`src/rtl/acss_pkg.sv`:
```
// ----------------------------------------------------------------------------
// ADC channel scan sequencer package
// Command and action codes, field widths and default settings shared by the
// scan sequencer and its channel interfaces.
// ----------------------------------------------------------------------------
package acss_pkg;

    localparam int CMD_W      = 2;
    localparam int HOLD_W     = 4;
    localparam int CODE_W     = 24;
    localparam int ACTION_W   = 4;
    localparam int CHAN_OUT_W = 4;
    localparam int SETTLE_W   = 8;

    localparam int                  DEF_CHANNELS     = 16;
    localparam logic [SETTLE_W-1:0] SETTLE_RESET_VAL = 8'd4;

    typedef enum logic [CMD_W-1:0] {
        CMD_TICK    = 2'd0,
        CMD_HOLD    = 2'd1,
        CMD_RELEASE = 2'd2,
        CMD_UNUSED  = 2'd3
    } cmd_t;

    typedef enum logic [ACTION_W-1:0] {
        ACT_NONE       = 4'd0,
        ACT_OPEN       = 4'd1,
        ACT_OPEN_HOLD  = 4'd2,
        ACT_START_CONV = 4'd3,
        ACT_TRIG_I     = 4'd4,
        ACT_STORE_I    = 4'd5,
        ACT_TRIG_V     = 4'd6,
        ACT_STORE_V    = 4'd7,
        ACT_RESET_MUX  = 4'd8
    } action_t;

endpackage

```
`src/rtl/acss_cmd_if.sv`:
```
// ----------------------------------------------------------------------------
// Scan command channel
// Valid/ready channel that carries one command word into the sequencer.
// ----------------------------------------------------------------------------
interface acss_cmd_if
    import acss_pkg::*;
();

    logic              valid;
    logic              ready;
    logic [CMD_W-1:0]  command;
    logic [HOLD_W-1:0] hold_channel;
    logic [CODE_W-1:0] adc_code;

    modport source (output valid, output command, output hold_channel, output adc_code,
                    input ready);
    modport sink   (input valid, input command, input hold_channel, input adc_code,
                    output ready);

endinterface

```
`src/rtl/acss_res_if.sv`:
```
// ----------------------------------------------------------------------------
// Scan result channel
// Valid/ready channel that carries one action word out of the sequencer.
// ----------------------------------------------------------------------------
interface acss_res_if
    import acss_pkg::*;
();

    logic                  valid;
    logic                  ready;
    logic [ACTION_W-1:0]   action;
    logic [CHAN_OUT_W-1:0] channel;
    logic [CODE_W-1:0]     code;

    modport source (output valid, output action, output channel, output code,
                    input ready);
    modport sink   (input valid, input action, input channel, input code,
                    output ready);

endinterface

```
`src/rtl/adc_channel_scan_sequencer.sv`:
```
// ----------------------------------------------------------------------------
// ADC channel scan sequencer
// Steps a round-robin scan over the converter channels, one action word per
// command word, with hold-on-channel and release commands.
// ----------------------------------------------------------------------------
//  Channel     Direction  Words
//  cmd         in         command, hold_channel, adc_code
//  res         out        action, channel, code
//  cfg_we/data in         settle_ticks register write
//
// Every command word yields exactly one action word; an accepted command word
// passes through the command register, then the result register, to res.
// One word per cycle is sustained while res is ready; the command register and
// the result register each hold one word, so a stall on the result side backs
// up into cmd.ready after those two places fill.
// Reset clears the scan state, sets settle_ticks to 4 and empties both stages.
// ----------------------------------------------------------------------------
module adc_channel_scan_sequencer
    import acss_pkg::*;
#(
    parameter int CHANNELS = DEF_CHANNELS
)
(
    input  logic                clk,
    input  logic                rst_n,
    input  logic                cfg_we,
    input  logic [SETTLE_W-1:0] cfg_wdata,
    acss_cmd_if.sink            cmd,
    acss_res_if.source          res
);

    localparam int CH_W = (CHANNELS > 1) ? $clog2(CHANNELS) : 1;

    typedef enum logic [3:0] {
        PH_IDLE   = 4'd0,
        PH_OPEN   = 4'd1,
        PH_SETTLE = 4'd2,
        PH_TRIG_I = 4'd3,
        PH_READ_I = 4'd4,
        PH_TRIG_V = 4'd5,
        PH_READ_V = 4'd6,
        PH_CLOSE  = 4'd7,
        PH_PARKED = 4'd8
    } phase_t;

    logic [SETTLE_W-1:0] settle_ticks_reg;

    logic                in_valid_reg;
    logic [CMD_W-1:0]    in_cmd_reg;
    logic [HOLD_W-1:0]   in_hold_reg;
    logic [CODE_W-1:0]   in_code_reg;

    phase_t              phase_reg, phase_next;
    logic [SETTLE_W-1:0] settle_count_reg, settle_count_next;
    logic [CH_W-1:0]     scan_channel_reg, scan_channel_next;
    logic [CH_W-1:0]     saved_channel_reg, saved_channel_next;
    logic [CH_W-1:0]     parked_channel_reg, parked_channel_next;
    logic                hold_active_reg, hold_active_next;

    logic                  out_valid_reg;
    action_t               action_reg, action_next;
    logic [CHAN_OUT_W-1:0] channel_reg, channel_next;
    logic [CODE_W-1:0]     code_reg, code_next;

    logic                  advance;
    logic                  in_take;
    logic [SETTLE_W-1:0]   settle_inc;
    logic [CH_W-1:0]       hold_clamped;
    logic [CH_W-1:0]       scan_inc;

    assign advance = in_valid_reg && (!out_valid_reg || res.ready);
    assign in_take = cmd.valid && cmd.ready;
    assign cmd.ready = !in_valid_reg || advance;

    assign settle_inc   = settle_count_reg + SETTLE_W'(1);
    assign hold_clamped = (32'(in_hold_reg) >= CHANNELS) ? CH_W'(CHANNELS - 1)
                                                         : CH_W'(in_hold_reg);
    assign scan_inc     = (32'(scan_channel_reg) + 32'd1 >= CHANNELS) ? '0
                                                                      : scan_channel_reg + 1'b1;

    always_comb
    begin
        phase_next          = phase_reg;
        settle_count_next   = settle_count_reg;
        scan_channel_next   = scan_channel_reg;
        saved_channel_next  = saved_channel_reg;
        parked_channel_next = parked_channel_reg;
        hold_active_next    = hold_active_reg;
        action_next         = ACT_NONE;
        channel_next        = '0;
        code_next           = '0;

        unique case (cmd_t'(in_cmd_reg))
            CMD_HOLD:
            begin
                saved_channel_next  = scan_channel_reg;
                parked_channel_next = hold_clamped;
                hold_active_next    = 1'b1;
            end
            CMD_RELEASE:
            begin
                scan_channel_next = saved_channel_reg;
                hold_active_next  = 1'b0;
                phase_next        = PH_IDLE;
                action_next       = ACT_RESET_MUX;
                channel_next      = CHAN_OUT_W'(saved_channel_reg);
            end
            CMD_TICK:
            begin
                unique case (phase_reg)
                    PH_IDLE:
                    begin
                        phase_next        = PH_OPEN;
                        settle_count_next = '0;
                        scan_channel_next = '0;
                    end
                    PH_OPEN:
                    begin
                        settle_count_next = '0;
                        if (hold_active_reg)
                        begin
                            scan_channel_next = parked_channel_reg;
                            phase_next        = PH_PARKED;
                            action_next       = ACT_OPEN_HOLD;
                            channel_next      = CHAN_OUT_W'(parked_channel_reg);
                        end
                        else
                        begin
                            phase_next   = PH_SETTLE;
                            action_next  = ACT_OPEN;
                            channel_next = CHAN_OUT_W'(scan_channel_reg);
                        end
                    end
                    PH_SETTLE:
                    begin
                        if (settle_inc >= settle_ticks_reg)
                        begin
                            settle_count_next = '0;
                            phase_next        = PH_TRIG_I;
                            action_next       = ACT_START_CONV;
                            channel_next      = CHAN_OUT_W'(scan_channel_reg);
                        end
                        else
                        begin
                            settle_count_next = settle_inc;
                        end
                    end
                    PH_TRIG_I:
                    begin
                        phase_next   = PH_READ_I;
                        action_next  = ACT_TRIG_I;
                        channel_next = CHAN_OUT_W'(scan_channel_reg);
                    end
                    PH_READ_I:
                    begin
                        phase_next   = PH_TRIG_V;
                        action_next  = ACT_STORE_I;
                        channel_next = CHAN_OUT_W'(scan_channel_reg);
                        code_next    = in_code_reg;
                    end
                    PH_TRIG_V:
                    begin
                        phase_next   = PH_READ_V;
                        action_next  = ACT_TRIG_V;
                        channel_next = CHAN_OUT_W'(scan_channel_reg);
                    end
                    PH_READ_V:
                    begin
                        phase_next   = PH_CLOSE;
                        action_next  = ACT_STORE_V;
                        channel_next = CHAN_OUT_W'(scan_channel_reg);
                        code_next    = in_code_reg;
                    end
                    PH_CLOSE:
                    begin
                        if (!hold_active_reg)
                        begin
                            scan_channel_next = scan_inc;
                        end
                        phase_next   = PH_OPEN;
                        action_next  = ACT_RESET_MUX;
                        channel_next = CHAN_OUT_W'(scan_channel_reg);
                    end
                    PH_PARKED:
                    begin
                    end
                    default:
                    begin
                        phase_next = PH_IDLE;
                    end
                endcase
            end
            default:
            begin
            end
        endcase
    end

    always_ff @(posedge clk or negedge rst_n)
    begin
        if (!rst_n)
        begin
            settle_ticks_reg   <= SETTLE_RESET_VAL;
            in_valid_reg       <= 1'b0;
            out_valid_reg      <= 1'b0;
            phase_reg          <= PH_IDLE;
            settle_count_reg   <= '0;
            scan_channel_reg   <= '0;
            saved_channel_reg  <= '0;
            parked_channel_reg <= '0;
            hold_active_reg    <= 1'b0;
        end
        else
        begin
            if (cfg_we)
            begin
                settle_ticks_reg <= cfg_wdata;
            end
            if (cmd.ready)
            begin
                in_valid_reg <= cmd.valid;
            end
            if (advance)
            begin
                out_valid_reg      <= 1'b1;
                phase_reg          <= phase_next;
                settle_count_reg   <= settle_count_next;
                scan_channel_reg   <= scan_channel_next;
                saved_channel_reg  <= saved_channel_next;
                parked_channel_reg <= parked_channel_next;
                hold_active_reg    <= hold_active_next;
            end
            else if (res.ready)
            begin
                out_valid_reg <= 1'b0;
            end
        end
    end

    always_ff @(posedge clk)
    begin
        if (in_take)
        begin
            in_cmd_reg  <= cmd.command;
            in_hold_reg <= cmd.hold_channel;
            in_code_reg <= cmd.adc_code;
        end
        if (advance)
        begin
            action_reg  <= action_next;
            channel_reg <= channel_next;
            code_reg    <= code_next;
        end
    end

    assign res.valid   = out_valid_reg;
    assign res.action  = action_reg;
    assign res.channel = channel_reg;
    assign res.code    = code_reg;

endmodule

```
`src/flat_wrapper.sv`:
```
// flat-port wrapper written by rule: the top's interface ports become plain ports
module adc_channel_scan_sequencer_flat import acss_pkg::*;
#(
    parameter int CHANNELS = DEF_CHANNELS
)
  (clk, rst_n, cfg_we, cfg_wdata, cmd_valid, cmd_command, cmd_hold_channel, cmd_adc_code, cmd_ready, res_valid, res_action, res_channel, res_code, res_ready);
  acss_cmd_if cmd_i ();
  acss_res_if res_i ();
  input  logic clk;
  input  logic rst_n;
  input  logic cfg_we;
  input  logic [SETTLE_W-1:0] cfg_wdata;
  input wire logic [$bits(cmd_i.valid)-1:0] cmd_valid;
  input wire logic [$bits(cmd_i.command)-1:0] cmd_command;
  input wire logic [$bits(cmd_i.hold_channel)-1:0] cmd_hold_channel;
  input wire logic [$bits(cmd_i.adc_code)-1:0] cmd_adc_code;
  output wire logic [$bits(cmd_i.ready)-1:0] cmd_ready;
  output wire logic [$bits(res_i.valid)-1:0] res_valid;
  output wire logic [$bits(res_i.action)-1:0] res_action;
  output wire logic [$bits(res_i.channel)-1:0] res_channel;
  output wire logic [$bits(res_i.code)-1:0] res_code;
  input wire logic [$bits(res_i.ready)-1:0] res_ready;
  assign cmd_i.valid = cmd_valid;
  assign cmd_i.command = cmd_command;
  assign cmd_i.hold_channel = cmd_hold_channel;
  assign cmd_i.adc_code = cmd_adc_code;
  assign cmd_ready = cmd_i.ready;
  assign res_valid = res_i.valid;
  assign res_action = res_i.action;
  assign res_channel = res_i.channel;
  assign res_code = res_i.code;
  assign res_i.ready = res_ready;
  adc_channel_scan_sequencer #(.CHANNELS(CHANNELS)) u_core (.clk(clk), .rst_n(rst_n), .cfg_we(cfg_we), .cfg_wdata(cfg_wdata), .cmd(cmd_i), .res(res_i));
endmodule
```
`config.mk`:
```
export PLATFORM = sky130hd
export DESIGN_NAME = adc_channel_scan_sequencer_flat
export DESIGN_NICKNAME = d
export VERILOG_FILES = /design/src/rtl/acss_pkg.sv /design/src/rtl/acss_cmd_if.sv /design/src/rtl/acss_res_if.sv /design/src/rtl/adc_channel_scan_sequencer.sv /design/src/flat_wrapper.sv
export SDC_FILE = /design/constraint.sdc
export NUM_CORES = 1
export LEC_CHECK = 0
export BUFFER_PORTS_ARGS = -buffer_cell sky130_fd_sc_hd__buf_2
export CAP_MARGIN = 0
export CORE_AREA = 2 2 98 100
export CTS_BUF_LIST = sky130_fd_sc_hd__clkbuf_4 sky130_fd_sc_hd__clkbuf_8
export DETAILED_ROUTE_END_ITERATION = 8
export DIE_AREA = 0 0 100 102
export PLACE_DENSITY_LB_ADDON = 0.08
export SETUP_SLACK_MARGIN = 0.5
export SKIP_LAST_GASP = 1
export SYNTH_ARGS = -nofsm -noshare
export SYNTH_HDL_FRONTEND = slang
export SYNTH_SLANG_ARGS = --single-unit
```
`constraint.sdc`:
```
create_clock -name clk -period 2.9 [get_ports clk]
set_input_delay 0.145 -clock clk [delete_from_list [all_inputs] [get_ports clk]]
set_output_delay 0.145 -clock clk [all_outputs]
set_load 0.05 [all_outputs]
```
; ---- Word level (Yosys, flattened, before mapping)
; Cells that the tools add are included.
[op_classes]
muxes = 21
order_cmp = 2
add_sub_neg = 3
eq_ne = 14
n_reduce_logical = 22
[op_table]
columns = op, n
row1 = >= comparator 32 x 5 -> 1 bit (second input constant), 1
row2 = case mux 4 bit (2 select lines), 4
row3 = case mux 4 bit (8 select lines), 1
row4 = case mux 4 bit (7 select lines), 1
row5 = 2-to-1 mux 4 bit, 6
row6 = case mux 4 bit (3 select lines), 2
row7 = equality test 4 x 3 -> 1 bit (second input constant), 4
row8 = case mux 8 bit (2 select lines), 1
row9 = adder 8 x 1 -> 8 bit (second input constant), 1
row10 = equality test 4 x 2 -> 1 bit (second input constant), 2
row11 = >= comparator 8 bit, 1
row12 = 2-to-1 mux 8 bit, 1
row13 = AND reduction 4 bit, 2
row14 = nonzero test 2 bit, 4
row15 = AND reduction 2 bit, 3
row16 = OR reduction 2 bit, 3
row17 = adder 4 x 1 -> 5 bit (second input constant), 1
row18 = OR reduction 5 bit, 1
row19 = adder 4 x 1 -> 4 bit (second input constant), 1
row20 = equality test 4 x 1 -> 1 bit (second input constant), 1
row21 = equality test 4 bit (second input constant), 1
row22 = logical NOT 4 bit, 1
row23 = 2-to-1 mux 2 bit, 2
row24 = != test 4 x 3 -> 1 bit (second input constant), 1
row25 = other kinds (12), 16
[totals]
reg_bits = 97
wordCells = 77
in_bits = 43
out_inout_bits = 34

; ---- Logic depth before layout (Yosys ltp)
[logic_depth]
word_depth = 6
mapped_depth = 10
depth_no_buf = 10

; ---- Worst setup path before layout
; Ideal clock, no wire load.
[synth_timing]
path_type = register -> register
startpoint = register u_core.out_valid_reg (netlist: u_core.res.valid)
endpoint = register u_core.scan_channel_reg[3]
stages_incl_launch_ff = 7
path_buffers = 1
t_required_ns = 2.829
path_slack_ns = -0.057
arrival_ns = 2.886
period_less_slack_ns = 2.957
setup_time_ns = 0.071
path_cell_list = dfrtp_1 -> nand2b_1 -> and2_1 -> clkbuf_1 -> o21ai_1 -> or4_1 -> nand4_1
[synth_between]
elab_chain_cells = 4
[synth_lines]
columns = item, line_no
row1 = start: declaration, adc_channel_scan_sequencer.sv:60  ; logic out_valid_reg;
row2 = start signal: assignment, adc_channel_scan_sequencer.sv:205  ; out_valid_reg <= 1'b0;
row3 = start signal: assignment, adc_channel_scan_sequencer.sv:225  ; out_valid_reg <= 1'b1;
row4 = start signal: assignment, adc_channel_scan_sequencer.sv:235  ; out_valid_reg <= 1'b0;
row5 = logical NOT 1 bit, adc_channel_scan_sequencer.sv:71  ; assign advance = in_valid_reg && (!out_valid_reg || res.ready);
row6 = logical OR 1 bit, adc_channel_scan_sequencer.sv:71
row7 = logical AND 1 bit, adc_channel_scan_sequencer.sv:71
row8 = named net u_core.advance, adc_channel_scan_sequencer.sv:65  ; logic advance;
row9 = AND reduction 4 bit (no source line), --
row10 = end signal: assignment, adc_channel_scan_sequencer.sv:228  ; scan_channel_reg <= scan_channel_next;
row11 = end: declaration, adc_channel_scan_sequencer.sv:55  ; logic [CH_W-1:0] scan_channel_reg, scan_channel_next;
; The timed path passes the listed nets, and every way through them passes these cells.
; A chain may end at the register's enable or synchronous reset.

; ---- Worst setup path after layout
[layout_timing]
startpoint = register u_core.settle_count_reg[0]
endpoint = register u_core.action_reg[1] (netlist: u_core.res.action[1]), data pin
[layout_between]
elab_chain_cells = 5
[layout_lines]
columns = item, line_no
row1 = start: declaration, adc_channel_scan_sequencer.sv:54  ; logic [SETTLE_W-1:0] settle_count_reg, settle_count_next;
row2 = start signal: assignment, adc_channel_scan_sequencer.sv:227  ; settle_count_reg <= settle_count_next;
row3 = adder 8 x 1 -> 8 bit, adc_channel_scan_sequencer.sv:75  ; assign settle_inc = settle_count_reg + SETTLE_W'(1);
row4 = >= comparator 8 bit, adc_channel_scan_sequencer.sv:136  ; if (settle_inc >= settle_ticks_reg)
row5 = 2-to-1 mux 2 bit, adc_channel_scan_sequencer.sv:136
row6 = case mux 4 bit (7 select lines), adc_channel_scan_sequencer.sv:110  ; unique case (phase_reg)
row7 = case mux 4 bit (2 select lines), adc_channel_scan_sequencer.sv:93  ; unique case (cmd_t'(in_cmd_reg))
row8 = named net u_core.action_next[1], adc_channel_scan_sequencer.sv:61  ; action_t action_reg, action_next;
row9 = end signal: assignment, adc_channel_scan_sequencer.sv:250  ; action_reg <= action_next;
row10 = end: declaration, adc_channel_scan_sequencer.sv:61
; The timed path passes the listed nets, and every way through them passes these cells.

==> results.tsv <==
stage	metric	value	unit
layout	fin util	0.598	
detailed_routing	total routed wirelength	8600	um
sta	final setup margin	0.602	ns
detailed_routing	DRC errors left	0	
yosys	Ys Warns	0	
sta	measured slew at the worst slew-check pin	0.797	ns
sta	Worst slew margin	0.469	
cts	clk buf depth	2	
global_routing	Total Routing Usage GR	0.171	
hold_path	min-delay worst type	input pin to register	
yosys	average cell area after synthesis	12.2	sq um
floorplan	die width	100	um
placement	placed insts	530	
pwr	PD cells	551	nW/um^2
pwr	Switching Share	0.293	
cts	Clock Latency Late Sink	0.37	ns
yosys	Async SR Flop Fraction	0.361	
sta	Final period util	0.792	
cts	clock sinks	97	
placement	DP HPWL	5720	um
cts	H-tree Lvls	3	
detailed_routing	Initial DRT Pass Iterations	4	
yosys	list of most frequent post-synthesis cells	edfxtp_1 (62), nand2_1 (39), dfrtp_1 (34)	
detailed_routing	average wire per cell in the routed design	14.5	um
sta	RSZ-0062 raised after global routing	false	
worst_setup_path	CP startpoint kind	register	
cts	clock tree root driver cell	clkbuf_8	
pwr	Seq pwr share	0.565	
placement	area post-placement	4800	sq um
yosys	count leader, synth	edfxtp_1	
yosys	synthesis-stage register bit count	97	
layout	diode count	0	
global_routing	initial antenna violation count	0	
layout	post-route cell area	5450	sq um
yosys	top_reg_cell synth	edfxtp_1	
status	status	complete, no violations	
detailed_routing	routed vias/inst	5.20	
layout	Area growth, synth to finish	26.6	%
yosys	Yosys top cell by area	edfxtp_1	
floorplan	Die Span Y	102	um
sta	Tmin final	2.30	ns
detailed_routing	Routed Antenna Nets	0	
floorplan	I/O pin count	77	
layout	Nets	531	
yosys	Synth Cell Area	4300	sq um
floorplan	num rows	35	
flow_run	max cap viols	0	
global_routing	largest net degree at the start of global routing	36	
pwr	peak supply drop	0.000284	V
placement	worst slack, placed	0.536	ns
cts	CTS tree	yes	
pwr	clock share of power	0.274	
worst_setup_path	critical path arrival	2.39	ns
yosys	Syn Nets	409	
floorplan	Core ar.	9110	sq um
sta	Final setup viols	0	
pwr	Internal	0.00212	W
cts	CTS clock-pin slew for the worst setup and hold paths	0.10	ns
layout	share of cells above drive strength 1	0.267	
placement	port buffer count	76	
yosys	area share of the largest cell type after synthesis	0.433	
sta	clk_skew	0.0145	ns
detailed_routing	Via Count	3076	
sta	fmax	435	MHz
placement	routability cong.	0.867	
sta	Hold Vio Cnt, Final	0	
detailed_routing	Iter 0 DRT Violations	123	
yosys	sequential area share after synthesis	0.637	
layout	fillcell total	762	
worst_setup_path	WS Path Type	register to register	
layout	final std cells w/o fill	591	
worst_setup_path	crit-path max FO	6	
global_routing	number of global-route vias before repair	2853	
floorplan	die footprint	10200	sq um
yosys	synth top area cells	edfxtp_1 (43%), dfrtp_1 (20%), ha_1 (3.8%), and3_1 (3.6%), nand2_1 (3.4%)	
floorplan	initial core utilization	0.472	
sta	Sum Neg Setup Slack	0	ns
global_routing	GR Overflow Total	0	
worst_setup_path	WP data required	2.99	ns
yosys	Synth cell types	52	
yosys	Post-synth EDFFs	62	
yosys	Syn Inst Count	353	
pwr	P_sw	0.000879	W
pwr	Leak Pwr	2.37	nW
pwr	Gate power share	0.161	
global_routing	first-pass GRT wire length	13500	um
sta	pins over their slew limit	0	
worst_setup_path	CP endpoint kind	register	
cts	CTS Buf Count	9	
## per-stage QoR
stage                     power, W  hold WS, ns
final                      0.00300       0.0243
after global routing       0.00314       0.0195
after CTS                  0.00303      0.00443
after detailed placement   0.00216        0.279
after global placement     0.00215        0.271
after floorplan            0.00202       -0.151
## layout make-up
type / instances / area, sq um / area share
sequential: 97 / 2740 / 0.503
tap: 111 / 139 / 0.0255
inverter: 14 / 52.6 / 0.00965
timing repair buffer: 128 / 868 / 0.159
clock inverter: 6 / 50.0 / 0.00919
clock buffer: 10 / 131 / 0.0241
multi-input combinational: 225 / 1460 / 0.269
## final timing paths
kind | start | endpoint | slack (ns) | cells past startpoint
hold / removal | cfg_wdata[0] | u_core.settle_ticks_reg[0] | 0.02 | 2
hold reg to reg | u_core.hold_clamped[0] | u_core.parked_channel_reg[0] | 0.48 | 1
setup reg to reg | u_core.settle_count_reg[0] | u_core.res.action[1] | 0.60 | 9
setup / recovery | u_core.settle_count_reg[0] | u_core.res.action[1] | 0.60 | 9
max in group asynchronous | rst_n | u_core.settle_count_reg[0] | 1.95 | 2
min in group asynchronous | rst_n | u_core.phase_reg[1] | 0.40 | 2
## critical path: stages (launching register included)
cell     delay (ns)
dfrtp_2        0.45
nand3_2        0.13
nor3_2         0.18
xor2_1         0.22
ha_1           0.30
a21oi_1        0.19
o21ai_0        0.14
o21ai_0        0.18
buf_4          0.17
a21oi_1        0.07
## metal layers
metal | up-vias | routed length, um | track usage
li1 | 1529 | - | -
met1 | 1461 | 3820 | 0.213
met2 | 75 | 4310 | 0.298
met3 | 11 | 304 | 0.0280
met4 | 0 | 163 | 0.0727
met5 | - | 0 | 0
## timing repair
item	CTS	global route
gates resized for setup	0	9
endpoints found under the hold margin	72	0
endpoints found under the setup margin	0	16
buffers inserted	0	6
hold buffers	39	0
## power by group through the flow
stage          logic (W)  registers, W  clock network (W)
4_1_cts         0.000481       0.00169           0.000852
5_1_grt         0.000528       0.00171           0.000903
2_1_floorplan   0.000236       0.00178                  0
3_3_place_gp    0.000433       0.00172                  0
6_report        0.000482       0.00169           0.000822
3_5_place_dp    0.000438       0.00173                  0
## cells by family after synthesis
group,synth area share
AO/OA/AOI/OAI,0.0931
XOR/XNOR,0.0142
adder cells (fa/ha/maj),0.0378
buffers and inverters,0.0294
flip-flops,0.637
multiplexers,0.0381
AND/OR/NAND/NOR,0.151
## layout by cell type, fill, tap and decap left out, types with 2 or more instances in the layout
cell           netlist  layout
inv_6                0       4
inv_1               14      14
nor2_1              16      16
edfxtp_1            62      62
and3_1              25      25
nand2_1             39      39
o21ai_1              2       3
nand3_1             11      10
mux2i_1              4       4
buf_4                0      13
mux2_2              11      11
clkinvlp_4           0       2
o31ai_1              2       2
nand3b_1             2       2
nand2b_1             6       6
ha_1                13      11
dfrtp_1             34      32
o211ai_1             4       4
dlygate4sd3_1        0      39
xor2_1               4       4
clkbuf_8             0       9
a31oi_1              4       4
nor2b_1              4       4
dfrtp_2              0       2
a22o_1               3       3
nor3_1               4       3
a21oi_1             12      12
buf_2                2      76
o21ai_0             28      27
nand4_1              4       4
xnor2_1              3       3
(Power assumes the default switching activity.)
